[config.mk]
export PLATFORM = sky130hd
export DESIGN_NAME = utf8_latin_fold_to_ascii_unit_flat
export DESIGN_NICKNAME = d
export VERILOG_FILES = /design/src/sv/ulf_pkg.sv /design/src/sv/ulf_if.sv /design/src/sv/ulf_apb_regs.sv /design/src/sv/ulf_decode.sv /design/src/sv/ulf_out_fifo.sv /design/src/sv/utf8_latin_fold_to_ascii_unit.sv /design/src/flat_wrapper.sv
export SDC_FILE = /design/constraint.sdc
export NUM_CORES = 1
export LEC_CHECK = 0
export ABC_CLOCK_PERIOD_IN_PS = 14200
export BUFFER_PORTS_ARGS = -buffer_cell sky130_fd_sc_hd__buf_4
export CORE_MARGIN = 1.5
export CORE_UTILIZATION = 55
export CTS_BUF_LIST = sky130_fd_sc_hd__clkbuf_4
export DETAILED_ROUTE_END_ITERATION = 10
export HOLD_SLACK_MARGIN = 0.12
export PLACE_DENSITY = 0.79
export SETUP_SLACK_MARGIN = 0.1
export SLEW_MARGIN = 15
export SYNTH_ARGS = -nofsm -noshare
export SYNTH_HDL_FRONTEND = slang
export SYNTH_SLANG_ARGS = --single-unit
[constraint.sdc]
create_clock -name clk -period 14.2 [get_ports clk]
set_input_delay 1.42 -clock clk [delete_from_list [all_inputs] [get_ports clk]]
set_output_delay 1.42 -clock clk [all_outputs]
set_load 0.02 [all_outputs]
[src/sv/ulf_pkg.sv]
// shared types and constants for the utf-8 latin fold to ascii unit
package ulf_pkg;

    typedef struct packed {
        logic [6:0] ch;
        logic       last;
    } ulf_result_t;

    // results produced by one decoded byte, packed from r0 upward
    typedef struct packed {
        logic [1:0]  n;
        ulf_result_t r0;
        ulf_result_t r1;
    } ulf_push_t;

    localparam logic [15:0] CAP_RESET = 16'd256;

    localparam logic [7:0] LEAD_C3   = 8'hC3;
    localparam logic [7:0] LEAD_C2   = 8'hC2;
    localparam logic [7:0] LEAD_E2   = 8'hE2;
    localparam logic [7:0] SEC_80    = 8'h80;
    localparam logic [7:0] SEC_B0    = 8'hB0;
    localparam logic [7:0] PUNCT_LSQ = 8'h98;
    localparam logic [7:0] PUNCT_RSQ = 8'h99;
    localparam logic [7:0] PUNCT_LDQ = 8'h9C;
    localparam logic [7:0] PUNCT_RDQ = 8'h9D;
    localparam logic [7:0] PUNCT_ELL = 8'hA6;
    localparam logic [7:0] PRINT_LO  = 8'h20;
    localparam logic [7:0] PRINT_HI  = 8'h7E;

    localparam logic [6:0] CH_SPACE = 7'h20;
    localparam logic [6:0] CH_QMARK = 7'h3F;
    localparam logic [6:0] CH_O     = 7'h6F;
    localparam logic [6:0] CH_APOS  = 7'h27;
    localparam logic [6:0] CH_QUOTE = 7'h22;
    localparam logic [6:0] CH_DOT   = 7'h2E;
    localparam logic [6:0] CH_DASH  = 7'h2D;
    localparam logic [6:0] CH_NUL   = 7'h00;

    // second byte 80..bf after c3, indexed by its low six bits
    localparam logic [0:63][7:0] LATIN_ROM = {
        "AAAAAAACEEEEIIII",
        "DNOOOOOxOUUUUYPB",
        "aaaaaaaceeeeiiii",
        "dnooooo/ouuuuypy"
    };

endpackage

[src/sv/ulf_if.sv]
// stream interfaces for source bytes and folded characters
interface ulf_in_if;
    logic       valid;
    logic       ready;
    logic [7:0] text_byte;
    logic       end_of_text;

    modport source (output valid, output text_byte, output end_of_text, input ready);
    modport sink   (input valid, input text_byte, input end_of_text, output ready);
endinterface

interface ulf_out_if;
    logic       valid;
    logic       ready;
    logic [6:0] ascii_char;
    logic       is_last;

    modport source (output valid, output ascii_char, output is_last, input ready);
    modport sink   (input valid, input ascii_char, input is_last, output ready);
endinterface

[src/sv/ulf_apb_regs.sv]
// apb configuration register holding the output capacity
module ulf_apb_regs
    import ulf_pkg::*;
(
    input  logic        clk,
    input  logic        rst_n,
    input  logic        psel,
    input  logic        penable,
    input  logic        pwrite,
    input  logic [1:0]  paddr,
    input  logic [31:0] pwdata,
    output logic [31:0] prdata,
    output logic        pready,
    output logic [15:0] capacity
);

    localparam logic [1:0] ADDR_CAPACITY = 2'd0;

    logic [15:0] capacity_reg;
    logic [15:0] capacity_next;
    logic        wr_en;

    assign pready = 1'b1;
    assign wr_en  = psel && penable && pwrite && (paddr == ADDR_CAPACITY);

    always_comb
    begin
        capacity_next = capacity_reg;
        if (wr_en)
        begin
            capacity_next = pwdata[15:0];
        end
    end

    always_ff @(posedge clk or negedge rst_n)
    begin
        if (!rst_n)
        begin
            capacity_reg <= CAP_RESET;
        end
        else
        begin
            capacity_reg <= capacity_next;
        end
    end

    assign prdata   = (paddr == ADDR_CAPACITY) ? {16'd0, capacity_reg} : 32'd0;
    assign capacity = capacity_reg;

endmodule

[src/sv/ulf_decode.sv]
// input register, decode state and per-byte folding logic
module ulf_decode
    import ulf_pkg::*;
(
    input  logic        clk,
    input  logic        rst_n,
    ulf_in_if.sink      text,
    input  logic [15:0] capacity,
    input  logic        room,
    output ulf_push_t   push
);

    typedef enum logic [2:0] {
        M_IDLE   = 3'd0,
        M_C3     = 3'd1,
        M_C2     = 3'd2,
        M_E2     = 3'd3,
        M_E2_80  = 3'd4,
        M_SKIP   = 3'd5
    } mode_t;

    typedef struct packed {
        logic       want;
        logic [6:0] ch;
        mode_t      mode;
    } fresh_t;

    function automatic fresh_t fresh_byte(input logic [7:0] b);
        fresh_t f;
        f.want = 1'b0;
        f.ch   = CH_QMARK;
        f.mode = M_IDLE;
        if (!b[7])
        begin
            f.want = 1'b1;
            f.ch   = (b >= PRINT_LO && b <= PRINT_HI) ? b[6:0] : CH_SPACE;
        end
        else if (b == LEAD_C3)
        begin
            f.mode = M_C3;
        end
        else if (b == LEAD_C2)
        begin
            f.mode = M_C2;
        end
        else if (b == LEAD_E2)
        begin
            f.mode = M_E2;
        end
        else
        begin
            f.want = 1'b1;
            f.mode = M_SKIP;
        end
        return f;
    endfunction

    function automatic logic [6:0] punct_map(input logic [7:0] b);
        logic [6:0] c;
        case (b) inside
            PUNCT_LSQ, PUNCT_RSQ: c = CH_APOS;
            PUNCT_LDQ, PUNCT_RDQ: c = CH_QUOTE;
            PUNCT_ELL:            c = CH_DOT;
            default:              c = CH_DASH;
        endcase
        return c;
    endfunction

    logic        valid_reg, valid_next;
    logic [7:0]  byte_reg, byte_next;
    logic        end_reg, end_next;
    mode_t       mode_reg, mode_next;
    logic [15:0] count_reg, count_next;

    logic        fire;
    logic        end_item;
    logic        is_cont;
    logic        pending;
    fresh_t      fr;
    logic        want0, want1;
    logic [6:0]  c0, c1;
    logic        e0, e1;
    logic [15:0] cnt1;
    mode_t       mode_dec;

    assign fire       = valid_reg && room;
    assign text.ready = !valid_reg || room;

    assign end_item = end_reg || (byte_reg == 8'd0);
    assign is_cont  = (byte_reg[7:6] == 2'b10);
    assign pending  = (mode_reg == M_C3) || (mode_reg == M_C2) ||
                      (mode_reg == M_E2) || (mode_reg == M_E2_80);
    assign fr       = fresh_byte(byte_reg);

    always_comb
    begin
        want0    = 1'b0;
        want1    = 1'b0;
        c0       = CH_QMARK;
        c1       = CH_QMARK;
        mode_dec = mode_reg;
        if (end_item)
        begin
            want0    = pending;
            mode_dec = M_IDLE;
        end
        else
        begin
            case (mode_reg)
                M_C3:
                begin
                    want0    = 1'b1;
                    c0       = is_cont ? LATIN_ROM[byte_reg[5:0]][6:0] : CH_QMARK;
                    mode_dec = M_IDLE;
                end
                M_C2:
                begin
                    want0    = 1'b1;
                    c0       = (byte_reg == SEC_B0) ? CH_O : CH_SPACE;
                    mode_dec = M_IDLE;
                end
                M_E2:
                begin
                    if (byte_reg == SEC_80)
                    begin
                        mode_dec = M_E2_80;
                    end
                    else
                    begin
                        want0 = 1'b1;
                        if (is_cont)
                        begin
                            mode_dec = M_SKIP;
                        end
                        else
                        begin
                            want1    = fr.want;
                            c1       = fr.ch;
                            mode_dec = fr.mode;
                        end
                    end
                end
                M_E2_80:
                begin
                    want0    = 1'b1;
                    c0       = punct_map(byte_reg);
                    mode_dec = M_IDLE;
                end
                M_SKIP:
                begin
                    if (!is_cont)
                    begin
                        want0    = fr.want;
                        c0       = fr.ch;
                        mode_dec = fr.mode;
                    end
                end
                default:
                begin
                    want0    = fr.want;
                    c0       = fr.ch;
                    mode_dec = fr.mode;
                end
            endcase
        end
    end

    // capacity gating, second character sees the count after the first
    always_comb
    begin
        e0   = want0 && (({1'b0, count_reg} + 17'd1) < {1'b0, capacity});
        cnt1 = count_reg + {15'd0, e0};
        e1   = want1 && (({1'b0, cnt1} + 17'd1) < {1'b0, capacity});
    end

    always_comb
    begin
        push.n  = fire ? ({1'b0, e0} + {1'b0, e1} + {1'b0, end_item}) : 2'd0;
        if (e0)
        begin
            push.r0 = '{ch: c0, last: 1'b0};
        end
        else if (e1)
        begin
            push.r0 = '{ch: c1, last: 1'b0};
        end
        else
        begin
            push.r0 = '{ch: CH_NUL, last: 1'b1};
        end
        if (e0 && e1)
        begin
            push.r1 = '{ch: c1, last: 1'b0};
        end
        else
        begin
            push.r1 = '{ch: CH_NUL, last: 1'b1};
        end
    end

    always_comb
    begin
        valid_next = valid_reg;
        byte_next  = byte_reg;
        end_next   = end_reg;
        mode_next  = mode_reg;
        count_next = count_reg;
        if (fire)
        begin
            valid_next = 1'b0;
            mode_next  = mode_dec;
            count_next = end_item ? 16'd0 : (cnt1 + {15'd0, e1});
        end
        if (text.valid && text.ready)
        begin
            valid_next = 1'b1;
            byte_next  = text.text_byte;
            end_next   = text.end_of_text;
        end
    end

    always_ff @(posedge clk or negedge rst_n)
    begin
        if (!rst_n)
        begin
            valid_reg <= 1'b0;
            mode_reg  <= M_IDLE;
            count_reg <= 16'd0;
            byte_reg  <= 8'd0;
            end_reg   <= 1'b0;
        end
        else
        begin
            valid_reg <= valid_next;
            mode_reg  <= mode_next;
            count_reg <= count_next;
            byte_reg  <= byte_next;
            end_reg   <= end_next;
        end
    end

endmodule

[src/sv/ulf_out_fifo.sv]
// four-entry result queue, two writes and one read per cycle
module ulf_out_fifo
    import ulf_pkg::*;
(
    input  logic       clk,
    input  logic       rst_n,
    input  ulf_push_t  push,
    output logic       room,
    output logic [2:0] level,
    ulf_out_if.source  folded
);

    ulf_result_t entry_reg [4];
    logic [1:0]  wr_ptr_reg, wr_ptr_next;
    logic [1:0]  rd_ptr_reg, rd_ptr_next;
    logic [2:0]  level_reg, level_next;
    logic        pop;
    logic [1:0]  wr_ptr_inc;

    assign pop        = folded.valid && folded.ready;
    assign wr_ptr_inc = wr_ptr_reg + 2'd1;

    always_comb
    begin
        wr_ptr_next = wr_ptr_reg + push.n;
        rd_ptr_next = rd_ptr_reg + {1'b0, pop};
        level_next  = level_reg + {1'b0, push.n} - {2'd0, pop};
    end

    always_ff @(posedge clk or negedge rst_n)
    begin
        if (!rst_n)
        begin
            wr_ptr_reg <= 2'd0;
            rd_ptr_reg <= 2'd0;
            level_reg  <= 3'd0;
        end
        else
        begin
            wr_ptr_reg <= wr_ptr_next;
            rd_ptr_reg <= rd_ptr_next;
            level_reg  <= level_next;
        end
    end

    always_ff @(posedge clk)
    begin
        if (push.n != 2'd0)
        begin
            entry_reg[wr_ptr_reg] <= push.r0;
        end
        if (push.n == 2'd2)
        begin
            entry_reg[wr_ptr_inc] <= push.r1;
        end
    end

    assign room              = (level_reg <= 3'd2);
    assign level             = level_reg;
    assign folded.valid      = (level_reg != 3'd0);
    assign folded.ascii_char = entry_reg[rd_ptr_reg].ch;
    assign folded.is_last    = entry_reg[rd_ptr_reg].last;

endmodule

[src/sv/utf8_latin_fold_to_ascii_unit.sv]
// top level of the utf-8 latin fold to ascii unit
//
//  channel   dir   handshake      payload
//  text      in    valid/ready    text_byte[7:0], end_of_text
//  folded    out   valid/ready    ascii_char[6:0], is_last
//  apb       in    psel/penable   paddr[1:0], pwdata[31:0] -> capacity
//
// a byte waits in the input register until the queue has room; its 0..2
// results then enter a four-entry queue that folded reads out in order
// one byte per cycle while each gives at most one result and folded is
// ready; two-result bytes outrun the single read port of the result queue
// reset clears the queue, decode state and count, capacity returns to 256
// text.ready drops only when the queue holds three or more results
module utf8_latin_fold_to_ascii_unit
    import ulf_pkg::*;
(
    input  logic        clk,
    input  logic        rst_n,
    ulf_in_if.sink      text,
    ulf_out_if.source   folded,
    input  logic        psel,
    input  logic        penable,
    input  logic        pwrite,
    input  logic [1:0]  paddr,
    input  logic [31:0] pwdata,
    output logic [31:0] prdata,
    output logic        pready
);

    logic [15:0] capacity;
    logic        room;
    logic [2:0]  level;
    ulf_push_t   push;

    ulf_apb_regs u_regs (
        .clk      (clk),
        .rst_n    (rst_n),
        .psel     (psel),
        .penable  (penable),
        .pwrite   (pwrite),
        .paddr    (paddr),
        .pwdata   (pwdata),
        .prdata   (prdata),
        .pready   (pready),
        .capacity (capacity)
    );

    ulf_decode u_decode (
        .clk      (clk),
        .rst_n    (rst_n),
        .text     (text),
        .capacity (capacity),
        .room     (room),
        .push     (push)
    );

    ulf_out_fifo u_fifo (
        .clk    (clk),
        .rst_n  (rst_n),
        .push   (push),
        .room   (room),
        .level  (level),
        .folded (folded)
    );

`ifndef SYNTHESIS
    a_level_bound: assert property (@(posedge clk) disable iff (!rst_n)
        level <= 3'd4)
        else $error("result queue level out of range");

    a_push_room: assert property (@(posedge clk) disable iff (!rst_n)
        (push.n != 2'd0) |-> room)
        else $error("results pushed without queue room");

    a_empty_ready: assert property (@(posedge clk) disable iff (!rst_n)
        (level == 3'd0) |-> text.ready)
        else $error("input stalled while result queue empty");

    a_pop_level: assert property (@(posedge clk) disable iff (!rst_n)
        (folded.valid && folded.ready && push.n == 2'd0) |=> (level == $past(level) - 3'd1))
        else $error("transaction out did not drain the queue");
`endif

endmodule
[src/flat_wrapper.sv]
// flat-port wrapper written by rule: the top's interface ports become plain ports
module utf8_latin_fold_to_ascii_unit_flat import ulf_pkg::*;
  (clk, rst_n, psel, penable, pwrite, paddr, pwdata, prdata, pready, text_valid, text_text_byte, text_end_of_text, text_ready, folded_valid, folded_ascii_char, folded_is_last, folded_ready);
  ulf_in_if text_i ();
  ulf_out_if folded_i ();
  input  logic clk;
  input  logic rst_n;
  input  logic psel;
  input  logic penable;
  input  logic pwrite;
  input  logic [1:0] paddr;
  input  logic [31:0] pwdata;
  output logic [31:0] prdata;
  output logic pready;
  input wire logic [$bits(text_i.valid)-1:0] text_valid;
  input wire logic [$bits(text_i.text_byte)-1:0] text_text_byte;
  input wire logic [$bits(text_i.end_of_text)-1:0] text_end_of_text;
  output wire logic [$bits(text_i.ready)-1:0] text_ready;
  output wire logic [$bits(folded_i.valid)-1:0] folded_valid;
  output wire logic [$bits(folded_i.ascii_char)-1:0] folded_ascii_char;
  output wire logic [$bits(folded_i.is_last)-1:0] folded_is_last;
  input wire logic [$bits(folded_i.ready)-1:0] folded_ready;
  assign text_i.valid = text_valid;
  assign text_i.text_byte = text_text_byte;
  assign text_i.end_of_text = text_end_of_text;
  assign text_ready = text_i.ready;
  assign folded_valid = folded_i.valid;
  assign folded_ascii_char = folded_i.ascii_char;
  assign folded_is_last = folded_i.is_last;
  assign folded_i.ready = folded_ready;
  utf8_latin_fold_to_ascii_unit u_core (.clk(clk), .rst_n(rst_n), .text(text_i), .folded(folded_i), .psel(psel), .penable(penable), .pwrite(pwrite), .paddr(paddr), .pwdata(pwdata), .prdata(prdata), .pready(pready));
endmodule
-- Word-level counts from Yosys, hierarchy flattened
Memory sizes are Yosys's and may differ from the RTL's.
Index checks and enable logic that the tools add are counted.
- reduce and logical (&&, ||, !) cells: 25
- equal/unequal tests: 18
- bitwise operators: 1
- $lt $le $gt $ge: 6
- mux-type cells: 47
- $add $sub $neg: 11
- operators with widths (operator ; count):
    $eq A8 B8 Y1 const B ; 10
    $mux W7 ; 11
    $pmux W7 S5 ; 1
    $add A16 B1 Y17 const B ; 2
    $lt A17 B16 Y1 ; 2
    $add A16 B1 Y16 ; 2
    $mux W16 ; 2
    $mux W3 ; 8
    $mux W8 ; 3
    $mux W1 ; 16
    $logic_and A1 B1 Y1 ; 10
    $pmux W3 S3 ; 1
    $ge A8 B6 Y1 const B ; 1
    $le A8 B7 Y1 const B ; 1
    $logic_not A8 Y1 ; 1
    $mux W4 ; 2
    $ge A7 B7 Y1 const B ; 1
    $not A6 Y7 ; 1
    $eq A3 B2 Y1 const B ; 2
    $eq A3 B3 Y1 const B ; 2
    $logic_or A1 B1 Y1 ; 5
    $add A2 B1 Y2 ; 2
    $eq A2 B2 Y1 const B ; 2
    $mux W2 ; 2
    16 further kinds ; 18
- bits in read-only memories: 512
- memories: 2
- bits in registers: 52
- bits of input ports: 50
- output and inout bits: 43
- bits in writable memories: 32
- memory list (memory ; depth ; width ; rd ports ; clocked after memory_dff ; write ports ; RTL line ; text):
    (no name shown) ; 64 ; 8 ; 1 ; 0 ; 0 ; ulf_decode.sv:113 ; c0 = is_cont ? LATIN_ROM[byte_reg[5:0]][6:0] : CH_QMARK;
    u_core.u_fifo.entry_reg ; 4 ; 8 ; 1 ; 0 ; 2 ; ulf_out_fifo.sv:13 ; ulf_result_t entry_reg [4];

-- Logic depth before layout (Yosys ltp)
- word-level depth: 19
- gate-level depth with buffers: 41
- gate-level depth less buffers: 37

-- By module
From an unflattened synthesis, not the netlist that was laid out.
- cell total of the unflattened synthesis: 765
- area total of the unflattened synthesis: 7374.6 µm²
- modules (own cells, without submodules) (module ; cells each ; area an instance (µm²) ; seq. area each (µm²) ; instances):
    ulf_decode ; 575 ; 4465.5 ; 725.7 ; 1
    ulf_out_fifo ; 118 ; 1996.9 ; 1136.1 ; 1
    ulf_apb_regs ; 72 ; 912.1 ; 401.6 ; 1

-- Worst setup path after synthesis
Ideal clock, no wire load.
- path type: reg-to-reg
- from: reg u_core.u_decode.count_reg[3]
- to: mem u_core.u_fifo.entry_reg[0][5] in the netlist's numbering, data pin
- cell stages (with the launch flop): 39
- data arrival time: 7.732 ns
- path slack: 6.193 ns
- required time: 13.925 ns
- path through: dfrtp_1 buf_4 buf_2 nand3_1 nor2_1 nand2_1 xnor2_1 ha_1 a211oi_1 o21ai_0 a2111oi_0 a211oi_1 or2_4 inv_1 buf_2 ha_1 ha_1 buf_4 [3 not listed] nor4_2 nand3_1 xor2_1 ha_1 a21o_1 a211o_1 nor3_1 o211ai_1 a21o_2 inv_2 fa_1 buf_2 and3b_1 and3_1 clkbuf_1 clkbuf_1 a21boi_1 o22ai_1
- RTL lines (element ; RTL line ; text):
    start: declaration ; ulf_decode.sv:73 ; logic [15:0] count_reg, count_next;
    start signal: assignment ; ulf_decode.sv:236 ; count_reg <= count_next;
    end: declaration ; ulf_out_fifo.sv:13 ;

==> summary.txt <==
Logic synthesis
  – Async set or reset register ratio after synthesis: 0.619
  – Area share of the largest cell type after synthesis: 0.181
  – Post-synth top flop: sky130_fd_sc_hd__dfrtp_1
  – Library cell occupying the most area in the post-synthesis netlist: sky130_fd_sc_hd__dfrtp_1
  – Library cells used by synthesis: 84
  – Leading post-synthesis cells by cell area: sky130_fd_sc_hd__dfrtp_1 18%, sky130_fd_sc_hd__edfxtp_1 14%, sky130_fd_sc_hd__ha_1 7.4%
  – Synth Warn #: 0
  – Proportion of synthesized chip area in sequential cells: 0.320
  – Gate Count Post-Synth: 786
  – Synth Cell Area: a little over 0.007 sq mm
  – FF+latch count, synth: 84
  – Synthesized area per cell: between 8 and 9 sq um
  – Number of enable flip-flop cells after synthesis: 32

STA
  – Hold Violations, Final: 0
  – Count of final max-slew check failures: 0
  – Final setup TNS: 0 ns
  – Max_slew headroom: 0.313
  – Slew at the pin closest to its max-slew limit: ~1.0 ns
  – Worst clock skew on the final layout: ~0.025 ns
  – Share of the clock period used by the worst path: 0.791
  – Unrepaired setup endpoints after global routing: no
  – Final count of negative-setup-slack endpoints: 0
  – Highest attainable clock frequency: 89.0 MHz
  – Post-layout minimum cycle time: 11.24 ns

Detailed routing
  – Post-detailed-route wirelength per cell: 17.9 microns
  – Post-route met1 wirelength: 7830 microns
  – Number of iterations in the first detailed-routing pass: 7
  – Top routing layer in use: met4
  – Detailed Route WL: ~17,000 microns
  – Vias per inst: a little over 6
  – Number of design-rule violations left by the first detailed-router iteration: around 700
  – Wire length on met2: 8170 microns
  – DR vias: ~6,100
  – Residual DRC: 0
  – Antenna violation net count after detailed routing: 0
  – Met3 WL post-DR: ~1000 microns

Clock tree
  – Cts hold-fix bufs: 0
  – Clk Tree Root Cell: sky130_fd_sc_hd__clkbuf_4
  – Maximum clock insertion buffer count: 2
  – Number of cells upsized or downsized after cts: 0
  – TritonCTS Sinks: between 80 and 90
  – Clock tree from TritonCTS: built
  – Number of setup buffers added after CTS: 0
  – Number of buffers created by CTS: 9
  – H-tree Lvls: 3
  – Worst-Skew Late Latency: between 0.4 and 0.5 ns
  – Clk pin slew, worst setup/hold paths: roughly 0.16 ns

GRT
  – Vias in the first global route: 5,783
  – Global router's overall resource usage: 0.270
  – Initial antenna violation count: 1
  – GRT Residual Overflow: 0
  – Global-route wire length before repair: roughly 28,000 microns
  – Pin count of the biggest net entering global routing: 53

Placement
  – # port buffers: 59
  – Placed standard-cell area: 0.00738 sq mm
  – Routability congestion estimate: 0.927
  – Dpl hpwl: around 13,000 microns

Finish
  – Footprint of the flip-flops and latches: about 0.0023 sq mm
  – Share of post-route cells with drive strength above 1: 0.163
  – Final Instance Area: roughly 0.0075 sq mm
  – End-of-flow core utilization: 0.600
  – Signed area change from the synthesized netlist to the final layout: 6.73%
  – # fillers: between 1,000 and 1,500
  – Area of the multi-input gates: about 0.0043 sq mm
  – Number of flip-flops in the largest register: 32
  – Layout net count: 892

Worst setup path
  – CP bufs+invs: 2
  – Maximum fanout encountered on the critical timing path: 23
  – Largest stage delay, worst path: between 0.8 and 0.9 ns
  – Most common cell type on the critical path: sky130_fd_sc_hd__ha_1
  – Cell with the largest stage delay on the worst path: sky130_fd_sc_hd__dfrtp_1
  – CP Launch Type: flip-flop
  – Worst Setup End Kind: flip-flop
  – Arr. time, crit path: around 11 ns
  – Register-to-register setup slack: approximately 3 ns
  – WS Path Type: reg -> reg
  – Kind of cell with the highest combined delay on the critical path: simple AND/OR/NAND/NOR gates
  – CP Data Required Time: approximately 14 ns

Pwr
  – Int Pwr: ~700 uW
  – Cell leakage power: 0.00298 uW
  – Relative contribution of sequential cells to total power: 0.347
  – Switching Fraction: 0.466
  – Share of total power in the clock network: 0.117
  – Total power after layout: approximately 1300 uW
  – Pwr Density: ~170 mW/mm^2
  – Psw: 615 uW
  – Worst-case vdd ir drop: just over 0.00008 V
  – Combinational Power Share: 0.536

Floorplanning
  – Die area: around 0.014 sq mm
  – Placement Rows: just over 40
  – I/O pin count: 93
  – Horizontal die dimension: roughly 120 microns
  – Initial Util: 0.562
  – Overall die height: 116 microns
  – Core area: ~0.013 sq mm

Flow run
  – Max-capacitance violation count: 0

Run status
  – Result of the run: finished clean

Worst hold path
  – Min-Delay Path Class: reg -> reg
==> cell families after synthesis <==
group                      after synthesis  share of synthesized area
AOI/OAI and AO/OA                      190                      0.184
muxes                                   24                     0.0501
buffers and inverters                  112                     0.0790
other                                    2                    0.00106
xor gates and xnor gates                57                     0.0765
and+or+nand+nor                        269                      0.204
DFF                                     84                      0.320
adders and majority gates               48                     0.0857
==> power groups by stage <==
stage | logic (uW) | registers, uW | clock network [uW]
4_1_cts | 704 | 455 | 157
3_5_place_dp | 701 | 461 | 0
2_1_floorplan | 599 | 385 | 0
5_1_grt | 783 | 470 | 166
3_3_place_gp | 667 | 455 | 0
6_report | 707 | 457 | 155
==> cell type report <==
type,count,share of cell area
inverter,36,0.0179
timing repair buffer,62,0.0617
multi-input combinational,605,0.571
antenna,1,0.000332
clock inverter,7,0.0113
clock buffer,9,0.00896
sequential,84,0.300
tap,172,0.0285
==> cells in the mapped netlist, types with 5 or more instances <==
cell,instances
sky130_fd_sc_hd__nand4b_1,6
sky130_fd_sc_hd__clkbuf_1,32
sky130_fd_sc_hd__o22ai_1,14
sky130_fd_sc_hd__mux2i_1,5
sky130_fd_sc_hd__inv_1,34
sky130_fd_sc_hd__a21oi_1,37
sky130_fd_sc_hd__dfrtp_1,51
sky130_fd_sc_hd__nor2b_1,5
sky130_fd_sc_hd__nor3_1,30
sky130_fd_sc_hd__o221ai_1,5
sky130_fd_sc_hd__edfxtp_1,32
sky130_fd_sc_hd__xor2_1,19
sky130_fd_sc_hd__nor2_1,45
sky130_fd_sc_hd__nand3b_1,6
sky130_fd_sc_hd__nand2_1,82
sky130_fd_sc_hd__and3_1,7
sky130_fd_sc_hd__xnor2_1,34
sky130_fd_sc_hd__a31oi_1,6
sky130_fd_sc_hd__a211oi_1,5
sky130_fd_sc_hd__o32ai_1,13
sky130_fd_sc_hd__buf_4,24
sky130_fd_sc_hd__nand2b_1,9
sky130_fd_sc_hd__mux2_2,11
sky130_fd_sc_hd__mux4_2,8
sky130_fd_sc_hd__nand4_1,10
sky130_fd_sc_hd__ha_1,42
sky130_fd_sc_hd__o31ai_1,6
sky130_fd_sc_hd__buf_2,13
sky130_fd_sc_hd__nand3_1,18
sky130_fd_sc_hd__and2_1,7
sky130_fd_sc_hd__a21boi_1,5
sky130_fd_sc_hd__a21o_1,8
sky130_fd_sc_hd__o21ai_0,44
sky130_fd_sc_hd__o21ai_1,8
sky130_fd_sc_hd__nor4_1,7
==> stage by stage <==
stage | cells | hold WS [ns] | worst slack (ns)
3_3_place_gp | 959 | 0.485 | 3.52
6_report | 976 | 0.514 | 2.96
3_5_place_dp | 959 | 0.507 | 3.27
5_1_grt | 976 | 0.542 | 2.30
4_1_cts | 975 | 0.528 | 3.21
2_1_floorplan | 801 | 0.460 | 6.19
==> worst paths after layout <==
path,start,to,cells after the start
max,u_core.u_decode.count_reg[2]$_DFFE_PN0P_,u_core.u_fifo.entry_reg[0][7]$_DFFE_PP_,29
min,u_core.u_fifo.level[2]$_DFF_PN0_,u_core.u_fifo.level[2]$_DFF_PN0_,1
max reg2reg,u_core.u_decode.count_reg[2]$_DFFE_PN0P_,u_core.u_fifo.entry_reg[0][7]$_DFFE_PP_,29
min reg2reg,u_core.u_fifo.level[2]$_DFF_PN0_,u_core.u_fifo.level[2]$_DFF_PN0_,1
max in group asynchronous,rst_n,u_core.u_decode.byte_reg[1]$_DFFE_PN0P_,1
min in group asynchronous,rst_n,u_core.u_regs.capacity[6]$_DFFE_PN0P_,1
==> placed cells by master, fill, tap and decap left out, drive strengths merged, types with 19 or more instances in the layout <==
cell    Yosys  routed
a21oi      37      37
buf        44      62
dfrtp      51      51
edfxtp     32      32
ha         42      42
inv        36      38
nand2      82      82
nand3      19      19
nor2       45      45
nor3       33      33
o21ai      53      53
xnor2      38      38
xor2       19      19
==> routing by layer <==
layer | up-vias | GRT usage
met4 | 0 | 0.112
met2 | 235 | 0.436
met5 | - | 0
met1 | 2931 | 0.364
met3 | 29 | 0.0426
li1 | 2878 | -
No activity file was read; power rests on OpenSTA's default activity.
